File: src/design/usmg_pkg.sv
// ============================================================================
// usmg_pkg
// Shared widths, register codes and the quarter-wave sine table function
// used by the UV-sphere mesh generator.
// ============================================================================
package usmg_pkg;

  localparam int MAX_RINGS_C       = 256;
  localparam int MAX_SEGMENTS_C    = 256;
  localparam int TRIG_TABLE_SIZE_C = 1024;

  localparam int CNT_W    = 9;   // ring and segment counts, indices
  localparam int RAD_W    = 16;
  localparam int POS_W    = 17;
  localparam int SHADE_W  = 17;
  localparam int CORNER_W = 16;
  localparam int DIVD_W   = 17;  // dividend and quotient width
  localparam int DIVS_W   = 10;  // divisor width, holds twice the ring count
  localparam int TRIG_W   = 18;  // signed table value, +/- 65536

  localparam logic [SHADE_W-1:0] ONE_Q16 = 17'h10000;

  localparam logic [CNT_W-1:0] RING_COUNT_RST    = 9'd16;
  localparam logic [CNT_W-1:0] SEGMENT_COUNT_RST = 9'd16;
  localparam logic [RAD_W-1:0] SPHERE_RADIUS_RST = 16'd256;

  typedef enum logic [1:0] {
    CFG_RING_COUNT    = 2'd0,
    CFG_SEGMENT_COUNT = 2'd1,
    CFG_SPHERE_RADIUS = 2'd2
  } usmg_cfg_idx_t;

  // Quotient and remainder of a running fraction n*K/D.
  typedef struct packed {
    logic [DIVD_W-1:0] quo;
    logic [DIVS_W-1:0] rem;
  } usmg_acc_t;

  localparam longint unsigned K1 = 64'd1686629713;
  localparam longint unsigned K3 = 64'd693598668;
  localparam longint unsigned K5 = 64'd85569306;
  localparam longint unsigned K7 = 64'd5026996;
  localparam longint unsigned K9 = 64'd172272;

  // Quarter-wave sine entry r of a table of 2**lg_size steps, Q16.
  function automatic logic [16:0] rom_entry(input int r, input int lg_size);
    longint unsigned t;
    longint unsigned t2;
    longint unsigned b;
    longint unsigned f;
    t  = longint'(r) << (30 - lg_size);
    t2 = (t * t) >> 30;
    b  = K7 - ((t2 * K9) >> 30);
    b  = K5 - ((t2 * b) >> 30);
    b  = K3 - ((t2 * b) >> 30);
    b  = K1 - ((t2 * b) >> 30);
    f  = (t * b) >> 30;
    f  = (f + 64'd8192) >> 14;
    if (f > 64'd65536) f = 64'd65536;
    return f[16:0];
  endfunction

endpackage

File: src/design/usmg_mul.sv
// ============================================================================
// usmg_mul
// Shared sign-magnitude Q16 multiplier with rounding, one registered stage.
// ============================================================================
module usmg_mul import usmg_pkg::*; (
  input  logic                      clk,
  input  logic                      en,
  input  logic signed [TRIG_W-1:0]  a,
  input  logic signed [TRIG_W-1:0]  s,
  output logic signed [POS_W-1:0]   result
);

  logic [TRIG_W-1:0] abs_a;
  logic [TRIG_W-1:0] abs_s;
  logic [33:0]       prod_r;
  logic              neg_r;
  logic [34:0]       rounded;
  logic [16:0]       mag;

  assign abs_a = a[TRIG_W-1] ? -a : a;
  assign abs_s = s[TRIG_W-1] ? -s : s;

  always_ff @(posedge clk) begin
    if (en) begin
      prod_r <= abs_a[16:0] * abs_s[16:0];
      neg_r  <= a[TRIG_W-1] ^ s[TRIG_W-1];
    end
  end

  assign rounded = {1'b0, prod_r} + 35'd32768;
  assign mag     = rounded[32:16];
  assign result  = neg_r ? -$signed(mag) : $signed(mag);

endmodule

File: config.mk
export PLATFORM = sky130hd
export DESIGN_NAME = usmg_mul
export DESIGN_NICKNAME = d
export VERILOG_FILES = /design/src/design/usmg_pkg.sv /design/src/design/usmg_mul.sv
export SDC_FILE = /design/constraint.sdc
export NUM_CORES = 1
export LEC_CHECK = 0
export BUFFER_PORTS_ARGS = -buffer_cell sky130_fd_sc_hd__clkbuf_2
export CAP_MARGIN = 30
export CORE_MARGIN = 2
export CORE_UTILIZATION = 50
export CTS_CLUSTER_SIZE = 24
export DETAILED_ROUTE_END_ITERATION = 12
export GPL_ROUTABILITY_DRIVEN = 0
export PLACE_DENSITY = 0.66
export SETUP_SLACK_MARGIN = 0.02
export SLEW_MARGIN = 20
export SYNTH_ARGS = -nofsm -noshare
export SYNTH_HDL_FRONTEND = slang
export SYNTH_SLANG_ARGS = --single-unit
File: constraint.sdc
create_clock -name clk -period 12.8 [get_ports clk]
set_input_delay 2.56 -clock clk [delete_from_list [all_inputs] [get_ports clk]]
set_output_delay 2.56 -clock clk [all_outputs]
set_load 0.01 [all_outputs]
==> results.sh <==
export IMPL_synthesis_area_um2=11000
export IMPL_place_detailed_hpwl_um=23600
export IMPL_routed_wl_um=28000
export IMPL_arrival_ns=10.35
export IMPL_setup_viol=0
export IMPL_fmax_ghz=0.0966
export IMPL_fin_util_pct=54.4
export IMPL_io_buffers=54
export IMPL_cts_root_buf="clkbuf_16"
export IMPL_fin_crit_ns=10.36
export IMPL_path_max_fanout=11
export IMPL_clockBufferDepth=2
export IMPL_synth_edf_count=19
export IMPL_cap_violations=0
export IMPL_setup_tns_ns=0
export IMPL_wl_met1_um=11000
export IMPL_top_layer_used="met4"
export IMPL_cp_data_required_time_ns=12.79
export IMPL_cts_hold_buf=0
export IMPL_syn_avg_cell_area_um2=8.60
export IMPL_first_iter_violations=606
export IMPL_yosys_area_top_type_share_pct=40.2
export IMPL_post_cts_buffers=0
export IMPL_grt_total_usage_pct=24.7
export IMPL_cts_sinks=19
export IMPL_synth_area_top_cells="fa_1 40%, ha_1 12%, inv_1 9.9%, nand2_1 6.6%, xnor2_1 5.3%"
export IMPL_finalNetCount=1700
export IMPL_dieArea_um2=23200
export IMPL_htreeDepth=1
export IMPL_yosys_warnings=0
export IMPL_path_clk_slew_ns=0.05
export IMPL_synth_simple_area_share_pct=15.6
export IMPL_diodes=0
export IMPL_drive_gt1_share_pct=7.87
export IMPL_synth_seq_cells=19
export IMPL_wl_per_cell_um=17.3
export IMPL_fillCellCount=2035
export IMPL_die_x_um=152
export IMPL_yosysMostFrequentCell="inv_1"
export IMPL_synthAdderAreaFrac_pct=52.3
export IMPL_worst_slew_pin_slew_ns=1.11
export IMPL_status="complete, no violations"
export IMPL_synth_top_area_cell="fa_1"
export IMPL_grt_max_degree=21
export IMPL_hold_viol=0
export IMPL_cts_resized=0
export IMPL_synthTopCellsByCount="289 x inv_1, 221 x fa_1, 192 x nand2_1"
export IMPL_rows=54
export IMPL_via_per_inst=5.47
export IMPL_initial_core_util_pct=50.7
export IMPL_hold_path_class="in2reg"
export IMPL_register_area_um2=571
export IMPL_synth_xor_area_share_pct=8.99
export IMPL_period_share_pct=80.9
export IMPL_synth_compound_area_share_pct=6.48
export IMPL_drc=0
export IMPL_crit_type="in2reg"
export IMPL_synth_top_family_by_area="adder cells"
export IMPL_syn_nets=1644
export IMPL_synthMuxAreaShare_pct=0.375
export IMPL_rsz0062_at_grt="false"
export IMPL_antenna_found_initial=0
export IMPL_die_y_um=152
export IMPL_dr_wl_met2_um=14000
export IMPL_numCtsBuffers=3
export IMPL_dr_pass1_iters=6
export IMPL_syn_to_final_growth_pct=7.30
export IMPL_met3_length_um=1670
export IMPL_slew_viol_final=0
export IMPL_start_kind="input pin"
export IMPL_route_vias_total=8827
export IMPL_slew_headroom_pct=25.1
export IMPL_ys_flop_type="edfxtp_1"
export IMPL_grt_ovfl_total=0
export IMPL_yosysUniqueCellTypes=63
export IMPL_multi_input_area_um2=9210
export IMPL_async_reset_ff_share_pct=0
export IMPL_grt_pass1_wl_um=46200
export IMPL_cts_tree="yes"
export IMPL_ant_nets=0
export IMPL_coreArea_um2=21700
export IMPL_ios=55
export IMPL_synthCells=1279
export IMPL_worstSetupEndpointType="flip-flop"
export IMPL_timing_hold_ws_ns=2.88
export IMPL_yosysSeqAreaShare_pct=5.19
export IMPL_grt_pass1_vias=9415
-- critical path: stages --
cell       delay, ns
clkbuf_2        0.22
clkinv_1        0.25
ha_1            0.19
or3b_1          0.41
or4_4           0.55
and2_1          0.21
xnor2_1         0.61
nor2_1          0.15
fa_1            0.56
inv_1           0.05
fa_1            0.47
fa_1            0.52
inv_1           0.06
fa_1            0.50
fa_1            0.54
inv_1           0.05
fa_1            0.53
inv_1           0.04
ha_1            0.33
o21ai_0         0.13
a22oi_1         0.40
o2111ai_1       0.31
and4b_1         0.28
o31ai_1         0.29
xnor2_1         0.11
-- layout by cell type (no fill, tap or decap), types with 3 or more instances in the layout --
cell / Yosys / final
inv_1: 289 / 289
fa_1: 221 / 221
nand2_1: 192 / 192
nor2_1: 113 / 113
ha_1: 106 / 106
xnor2_1: 67 / 67
clkbuf_2: 0 / 54
xor2_1: 39 / 39
buf_4: 0 / 31
o21ai_0: 26 / 26
a21oi_1: 21 / 21
and2_1: 19 / 19
edfxtp_1: 19 / 19
nor3_1: 11 / 11
o31ai_1: 10 / 10
nand3_1: 10 / 10
nand4_1: 8 / 8
or3_1: 6 / 6
a21o_1: 6 / 6
a31oi_1: 6 / 6
nand2b_1: 5 / 5
and3_1: 5 / 5
o31a_1: 4 / 4
and4_1: 4 / 4
or4_1: 3 / 3
or4_4: 3 / 3
nor4_1: 3 / 3
o21a_1: 3 / 3
a211oi_1: 3 / 3
mux2i_1: 3 / 3
clkbuf_16: 0 / 3
-- final timing paths --
kind | startpoint | to | slack (ns) | cells after the start
setup / recovery | a[0] | prod_r[32] | 2.44 | 25
hold / removal | en | prod_r[28] | 2.88 | 1
-- flip-flops by register name, indices dropped and copies added (netlist names) --
signal  flops
neg_r       1
prod_r     18
-- layout make-up --
type	instances	area share [%]
Multi-Input combinational cell	936	78.0
Inverter	290	9.22
Sequential cell	19	4.83
Timing Repair Buffer	85	4.26
Tap cell	280	2.97
Clock buffer	3	0.636
Clock inverter	1	0.0424
-- logic make-up after synthesis --
kind of cell,Yosys count
flip-flops,19
buffers and inverters,324
multiplexers,4
AO/OA/AOI/OAI,103
XOR/XNOR,109
AND/OR/NAND/NOR,393
adder cells (fa/ha/maj),327
-- through the flow --
step	setup WS (ns)	area, µm²	std cells
2_1_floorplan	3.06	11000	1279
3_3_place_gp	2.44	11700	1609
3_5_place_dp	2.27	11700	1610
4_1_cts	2.52	11800	1614
5_1_grt	2.11	11800	1614
6_report	2.44	11800	1614
-- per-layer routing --
| layer | GRT usage [%] | vias up |
|---|---|---|
| li1 | - | 4008 |
| met1 | 31.5 | 4399 |
| met2 | 43.0 | 328 |
| met3 | 2.84 | 92 |
| met4 | 9.75 | 0 |
| met5 | 0 | - |
Power is not shown: default switching activity piles up to over one toggle a cycle in this logic, so the estimate is an artifact.
