**config.mk**
```make
export PLATFORM = sky130hd
export DESIGN_NAME = usmg_divider
export DESIGN_NICKNAME = d
export VERILOG_FILES = /design/src/design/usmg_pkg.sv /design/src/design/usmg_divider.sv
export SDC_FILE = /design/constraint.sdc
export NUM_CORES = 1
export LEC_CHECK = 0
export ABC_AREA = 1
export BUFFER_PORTS_ARGS = -buffer_cell sky130_fd_sc_hd__buf_2
export CORE_UTILIZATION = 52
export CTS_CLUSTER_SIZE = 14
export DETAILED_ROUTE_END_ITERATION = 16
export PLACE_DENSITY = 0.87
export SYNTH_ARGS = -nofsm -noshare
export SYNTH_HDL_FRONTEND = slang
export SYNTH_SLANG_ARGS = --single-unit
```
**constraint.sdc**
```tcl
create_clock -name clk -period 2.7 [get_ports clk]
set_clock_uncertainty 0.15 [all_clocks]
set_input_delay 0.27 -clock clk [delete_from_list [all_inputs] [get_ports clk]]
set_output_delay 0.27 -clock clk [all_outputs]
set_load 0.05 [all_outputs]
```
**src/design/usmg_pkg.sv**
```systemverilog
// ============================================================================
// usmg_pkg
// Shared widths, register codes and the quarter-wave sine table function
// used by the UV-sphere mesh generator.
// ============================================================================
package usmg_pkg;

  localparam int MAX_RINGS_C       = 256;
  localparam int MAX_SEGMENTS_C    = 256;
  localparam int TRIG_TABLE_SIZE_C = 1024;

  localparam int CNT_W    = 9;   // ring and segment counts, indices
  localparam int RAD_W    = 16;
  localparam int POS_W    = 17;
  localparam int SHADE_W  = 17;
  localparam int CORNER_W = 16;
  localparam int DIVD_W   = 17;  // dividend and quotient width
  localparam int DIVS_W   = 10;  // divisor width, holds twice the ring count
  localparam int TRIG_W   = 18;  // signed table value, +/- 65536

  localparam logic [SHADE_W-1:0] ONE_Q16 = 17'h10000;

  localparam logic [CNT_W-1:0] RING_COUNT_RST    = 9'd16;
  localparam logic [CNT_W-1:0] SEGMENT_COUNT_RST = 9'd16;
  localparam logic [RAD_W-1:0] SPHERE_RADIUS_RST = 16'd256;

  typedef enum logic [1:0] {
    CFG_RING_COUNT    = 2'd0,
    CFG_SEGMENT_COUNT = 2'd1,
    CFG_SPHERE_RADIUS = 2'd2
  } usmg_cfg_idx_t;

  // Quotient and remainder of a running fraction n*K/D.
  typedef struct packed {
    logic [DIVD_W-1:0] quo;
    logic [DIVS_W-1:0] rem;
  } usmg_acc_t;

  localparam longint unsigned K1 = 64'd1686629713;
  localparam longint unsigned K3 = 64'd693598668;
  localparam longint unsigned K5 = 64'd85569306;
  localparam longint unsigned K7 = 64'd5026996;
  localparam longint unsigned K9 = 64'd172272;

  // Quarter-wave sine entry r of a table of 2**lg_size steps, Q16.
  function automatic logic [16:0] rom_entry(input int r, input int lg_size);
    longint unsigned t;
    longint unsigned t2;
    longint unsigned b;
    longint unsigned f;
    t  = longint'(r) << (30 - lg_size);
    t2 = (t * t) >> 30;
    b  = K7 - ((t2 * K9) >> 30);
    b  = K5 - ((t2 * b) >> 30);
    b  = K3 - ((t2 * b) >> 30);
    b  = K1 - ((t2 * b) >> 30);
    f  = (t * b) >> 30;
    f  = (f + 64'd8192) >> 14;
    if (f > 64'd65536) f = 64'd65536;
    return f[16:0];
  endfunction

endpackage

```
**src/design/usmg_divider.sv**
```systemverilog
// ============================================================================
// usmg_divider
// Restoring divider, one quotient bit per cycle, used at the start of a run.
// ============================================================================
module usmg_divider import usmg_pkg::*; (
  input  logic              clk,
  input  logic              rst_n,
  input  logic              start,
  input  logic [DIVD_W-1:0] dividend,
  input  logic [DIVS_W-1:0] divisor,
  output logic              done,
  output logic [DIVD_W-1:0] quotient,
  output logic [DIVS_W-1:0] remainder
);

  localparam int CW = $clog2(DIVD_W + 1);

  logic [DIVD_W-1:0] quo_r;
  logic [DIVS_W-1:0] rem_r;
  logic [CW-1:0]     cnt_r;
  logic              busy_r;
  logic              done_r;
  logic [DIVS_W:0]   shifted;
  logic [DIVS_W+1:0] diff;

  assign shifted = {rem_r, quo_r[DIVD_W-1]};
  assign diff    = {1'b0, shifted} - {2'b00, divisor};

  always_ff @(posedge clk) begin
    if (!rst_n) begin
      busy_r <= 1'b0;
      done_r <= 1'b0;
      cnt_r  <= '0;
    end else begin
      done_r <= 1'b0;
      if (start) begin
        quo_r  <= dividend;
        rem_r  <= '0;
        cnt_r  <= CW'(DIVD_W);
        busy_r <= 1'b1;
      end else if (busy_r) begin
        if (!diff[DIVS_W+1]) begin
          rem_r <= diff[DIVS_W-1:0];
          quo_r <= {quo_r[DIVD_W-2:0], 1'b1};
        end else begin
          rem_r <= shifted[DIVS_W-1:0];
          quo_r <= {quo_r[DIVD_W-2:0], 1'b0};
        end
        cnt_r <= cnt_r - 1'b1;
        if (cnt_r == CW'(1)) begin
          busy_r <= 1'b0;
          done_r <= 1'b1;
        end
      end
    end
  end

  assign done      = done_r;
  assign quotient  = quo_r;
  assign remainder = rem_r;

endmodule

```
==> results of run 1 <==
-- cell usage after synthesis --
cell type    n  area share
xnor2_1      3       0.012
buf_6        1      0.0053
nand4_1      4       0.012
nand2_2      3      0.0089
nor3_1       2      0.0047
and3_1       1      0.0030
nor2_1      29       0.052
a21oi_1      5       0.012
buf_1        1      0.0018
or2_2        1      0.0030
o21ai_0      3      0.0071
inv_1       42       0.075
fa_1         1      0.0095
and2_4       1      0.0042
dfxtp_1      7       0.066
clkbuf_1     3      0.0053
ha_1        12       0.071
xor2_1       1      0.0042
nand2_1    108        0.19
a31oi_1      1      0.0030
a21oi_2      1      0.0042
nand3_4      1      0.0083
o21a_1       1      0.0036
o31ai_1      1      0.0036
nand3_1     14       0.033
or2_1        1      0.0030
a211oi_1     1      0.0036
edfxtp_1    27        0.38
buf_4        1      0.0036
-- through the flow --
step	setup WS [ns]	util	std cells	hold slack, ns
floorplan	0.316	-	277	0.230
global placement	0.600	0.650	378	0.310
detailed placement	0.531	0.650	378	0.356
CTS	0.519	0.672	386	0.0578
global route	0.366	0.672	386	0.0855
finish	0.528	0.672	386	0.0737
-- area by class of cell --
class | instances | area share
Clock inverter | 2 | 0.00395
Timing Repair Buffer | 59 | 0.123
Multi-Input combinational cell | 195 | 0.383
Tap cell | 48 | 0.0237
Inverter | 42 | 0.0622
Sequential cell | 34 | 0.375
Clock buffer | 6 | 0.0286
-- critical path, cell delays in order (launching register included) --
cell and delay, ns:
edfxtp_1 0.42, ha_1 0.37, or2_1 0.25, and2_4 0.17, nand2_2 0.07, nand3_4 0.18, nand2_1 0.17, nand2_1 0.06
nand2_1 0.06, inv_1 0.03
-- registers in the layout, summed over array words and instances, names as in the netlist --
signal	count
quotient	17
remainder	10
cnt_r	5
busy_r	1
done	1
-- cell families (layout without fill, tap and decap cells) --
group / after synthesis / after routing / synth area share
xor+xnor: 4 / 4 / 0.0166
compound gates: 13 / 13 / 0.0368
simple gates: 165 / 165 / 0.324
flops: 34 / 34 / 0.451
buf+inv: 48 / 109 / 0.0908
fa+ha+maj: 13 / 13 / 0.0807
-- worst paths after layout --
path	endpoint	slack, ns	depth (start not counted)
setup / recovery	remainder[8]$_SDFFCE_PP0P_	0.53	9
hold reg to reg	cnt_r[1]$_SDFFE_PP0P_	0.37	1
hold / removal	cnt_r[0]$_SDFFE_PN0N_	0.07	3
setup reg to reg	remainder[8]$_SDFFCE_PP0P_	0.53	9
-- layer usage --
| metal | global-route usage | up-vias |
|---|---|---|
| li1 | - | 988 |
| met1 | 0.288 | 819 |
| met2 | 0.353 | 60 |
| met3 | 0.0590 | 10 |
| met4 | 0.109 | 0 |
| met5 | 0 | - |
-- report_power, final --
group | switching [mW] | internal, mW | total, mW
Clock | 0.177 | 0.179 | 0.356
Combinational | 0.318 | 0.149 | 0.467
Sequential | 0.0279 | 0.619 | 0.647
==> impl_metrics.json, run 1 <==
{
  "critPathKind": "reg2reg",
  "die_w_um": 65.7,
  "synth.yosys.warnings": 0,
  "syn_avg_cell_area_um2": 7.61,
  "ctsHoldBuffers": 0,
  "relSlewSlack": 0.725,
  "finalSetupViolCount": 0,
  "vdd_drop_max_v": 0.000437,
  "antenna_cells": 0,
  "clock_latency_ns": 0.28,
  "fin_crit_sh": 0.804,
  "max-cap-violations": 0,
  "worst_setup_path_end_kind": "flip-flop",
  "path_max_fanout": 18,
  "status": "finished clean",
  "ys_types": 29,
  "drtIter0Drc": 89,
  "yosysSeqAreaShare": 0.451,
  "via_per_inst": 4.86,
  "wl_per_cell_um": 11.1,
  "clkSinkCount": 34,
  "cts_tree": "done",
  "regArea_um2": 951,
  "overflow": 0,
  "finalPower_mw": 1.47,
  "io_pins": 58,
  "slew_violations": 0,
  "routed_wl_um": 4280,
  "syn_area_um2": 2110,
  "fill_cells": 321,
  "grt_max_degree": 30,
  "die_h_um": 65.7,
  "area_growth_pct": 20.2,
  "postPlaceCellArea_um2": 2450,
  "grt.total_usage": 0.226,
  "stdcell_area_um2": 2530,
  "h-tree-depth": 2,
  "crit_start": "remainder[1]$_SDFFCE_PP0P_",
  "start_util": 0.559,
  "holdCritStartpoint": "rst_n",
  "wl_met2_um": 2040,
  "fmax_ghz": 0.461,
  "hpwlAfterDp_um": 3290,
  "grt_pass1_wl_um": 7330,
  "nNetsFinal": 380,
  "clk_pin_slew_ns": 0.07,
  "multi_input_area_um2": 970,
  "rows": 22,
  "drt-pass1-iter-count": 4,
  "syn_inst": 277,
  "cts_buffers": 5,
  "post_cts_buffers": 0,
  "top_layer": "met4",
  "crit_arrival_ns": 2.06,
  "clockBufferDepth": 2,
  "drt-met1-wl_um": 1910,
  "p_per_area_nw_per_um2": 580,
  "ctsResizeCount": 0,
  "final.setup.tns_ns": 0,
  "grt_antenna_before_repair": 0,
  "final_common_cell": "nand2_1",
  "p_leak_nw": 1.38,
  "drive_gt1_frac": 0.219,
  "rsz0062_at_grt": "no",
  "r2r-start": "remainder[1]$_SDFFCE_PP0P_",
  "route.vias.total": 1877,
  "wl_met3_um": 225,
  "postRouteAntennaNets": 0,
  "min_path_type": "in2reg",
  "fin_crit_ns": 2.17,
  "finalHoldViolations": 0,
  "worstMarginPinSlew_ns": 0.413,
  "grt_pass1_vias": 1702,
  "core_area_um2": 3770,
  "gp_congestion": 0.909,
  "io_buffers": 57,
  "syn_nets": 320,
  "final_cell_mix": "108 x nand2_1, 57 x buf_2, 42 x inv_1",
  "crit_required_ns": 2.59,
  "root_buffer": "clkbuf_8",
  "cp-start-kind": "flip-flop",
  "ys_ff_latch": 34,
  "dieArea_um2": 4310,
  "drc_errors": 0
}
Note: power is estimated with default switching activity, not from simulation.
==> run 2, diff against run 1 <==
==> constraint.sdc (replaced) <==
create_clock -name clk -period 2.15 [get_ports clk]
set_clock_uncertainty 0.15 [all_clocks]
set_input_delay 0.215 -clock clk [delete_from_list [all_inputs] [get_ports clk]]
set_output_delay 0.215 -clock clk [all_outputs]
set_load 0.05 [all_outputs]
==> impl_metrics.json, run 2 (synthesis results as in run 1) <==
{
  "grt_pass1_vias": 1790,
  "drc_errors": 0,
  "fill_cells": 322,
  "drt-pass1-iter-count": 4,
  "slowest_delay_ns": 0.40,
  "fin_crit_ns": 2.03,
  "cpMostUsedCell": "nand3_1",
  "slew_violations": 0,
  "core_area_um2": 3770,
  "cts_buffers": 5,
  "cp_slowest_cell": "edfxtp_1",
  "relSlewSlack": 0.766,
  "grt_antenna_before_repair": 0,
  "rows": 22,
  "status": "finished clean",
  "critPathKind": "reg2reg",
  "postRouteAntennaNets": 0,
  "p_per_area_nw_per_um2": 722,
  "fin_crit_sh": 0.945,
  "wl_per_cell_um": 11.5,
  "final_common_cell": "nand2_1",
  "routed_wl_um": 4520,
  "crit_arrival_ns": 1.93,
  "finalSetupViolCount": 0,
  "drtIter0Drc": 129,
  "gp_congestion": 0.847,
  "clkSinkCount": 34,
  "clock_latency_ns": 0.29,
  "regArea_um2": 951,
  "dieArea_um2": 4310,
  "finalWorstSetupSlack_ns": 0.118,
  "cp-start-kind": "flip-flop",
  "multi_input_area_um2": 1090,
  "clockBufferDepth": 2,
  "grt_pass1_wl_um": 7560,
  "area_growth_pct": 27.4,
  "cts_tree": "done",
  "die_h_um": 65.7,
  "route.vias.total": 1960,
  "worstMarginPinSlew_ns": 0.350,
  "p_leak_nw": 1.40,
  "final_cell_mix": "105 x nand2_1, 57 x buf_2, 41 x inv_1",
  "crit_required_ns": 2.04,
  "io_buffers": 57,
  "clk_pin_slew_ns": 0.07,
  "grt.total_usage": 0.233,
  "nNetsFinal": 386,
  "path_max_fanout": 4,
  "start_util": 0.559,
  "hpwlAfterDp_um": 3400,
  "finalPower_mw": 1.94,
  "whs_ns": 0.0393,
  "overflow": 0,
  "grt_max_degree": 23,
  "drive_gt1_frac": 0.267,
  "die_w_um": 65.7,
  "dp_slack_ns": 0.0831,
  "io_pins": 58,
  "largest_reg_flops": 17,
  "crit_chain": "inv_1, ha_1, inv_2, fa_2, nand3_1, nand3_1, xnor2_1, nand2_2, nand2_1, nor2_1",
  "ctsHoldBuffers": 0,
  "h-tree-depth": 2,
  "finalHoldViolations": 0,
  "max-cap-violations": 0,
  "root_buffer": "clkbuf_8",
  "via_per_inst": 5.00,
  "min_path_type": "in2reg",
  "vdd_drop_max_v": 0.000550,
  "fmax_ghz": 0.492,
  "worst_setup_path_end_kind": "flip-flop",
  "antenna_cells": 0
}
[run 2: changes by cell type in the layout (fill, tap and decap cells not counted), sizes merged]
cell    change
buf         +5
clkbuf      +2
nand3       +1
clkinv      -2
[run 2: power by group]
group	total, mW	internal (mW)	leakage, nW	switching [mW]
Clock	0.482	0.261	0.0455	0.221
Combinational	0.641	0.225	1.03	0.416
Sequential	0.817	0.778	0.318	0.0388
Total	1.94	1.26	1.40	0.676
[run 2: worst paths after layout]
kind                                        startpoint                    endpoint  slack, ns  depth (start not counted)
worst max-delay path            quotient[16]$_DFFE_PP_  remainder[4]$_SDFFCE_PP0P_       0.12                         10
worst min-delay path                             rst_n       cnt_r[0]$_SDFFE_PN0N_       0.04                          3
worst max register to register  quotient[16]$_DFFE_PP_  remainder[4]$_SDFFCE_PP0P_       0.12                         10
worst min register to register   cnt_r[4]$_SDFFE_PN0N_       cnt_r[4]$_SDFFE_PN0N_       0.35                          2
[run 2: area by class of cell]
class	instances	area share
tap	48	0.0224
multi-input combinational	196	0.406
sequential	34	0.354
timing repair buffer	64	0.126
inverter	42	0.0587
clock buffer	8	0.0335
[run 2: critical path: cells and delay by family (launching register included)]
family | cells | cell delay [ns]
AND/OR/NAND/NOR | 5 | 0.39
XOR/XNOR | 1 | 0.22
adder cells (fa/ha/maj) | 2 | 0.51
flip-flops | 1 | 0.40
buffers and inverters | 2 | 0.14
[run 2: per-stage QoR]
step	utilization	TNS (ns)	std cells	instance area [µm²]
3_3_place_gp	0.681	0	381	2570
5_1_grt	0.712	-0.0101	392	2690
3_5_place_dp	0.681	0	381	2570
6_report	0.712	0	392	2690
2_1_floorplan	-	-0.199	277	2220
4_1_cts	0.705	0	389	2660
[run 2: repair_timing]
item                                    in CTS  in global routing
setup buffers                                0                  2
endpoints found under the setup margin       0                  5
resized for setup                            0                  3
[run 2: metal layers]
layer / wire length [µm] / global-route usage
met4: 56 / 0.0842
met2: 2280 / 0.409
met5: 0 / 0
met1: 1910 / 0.271
met3: 273 / 0.0573
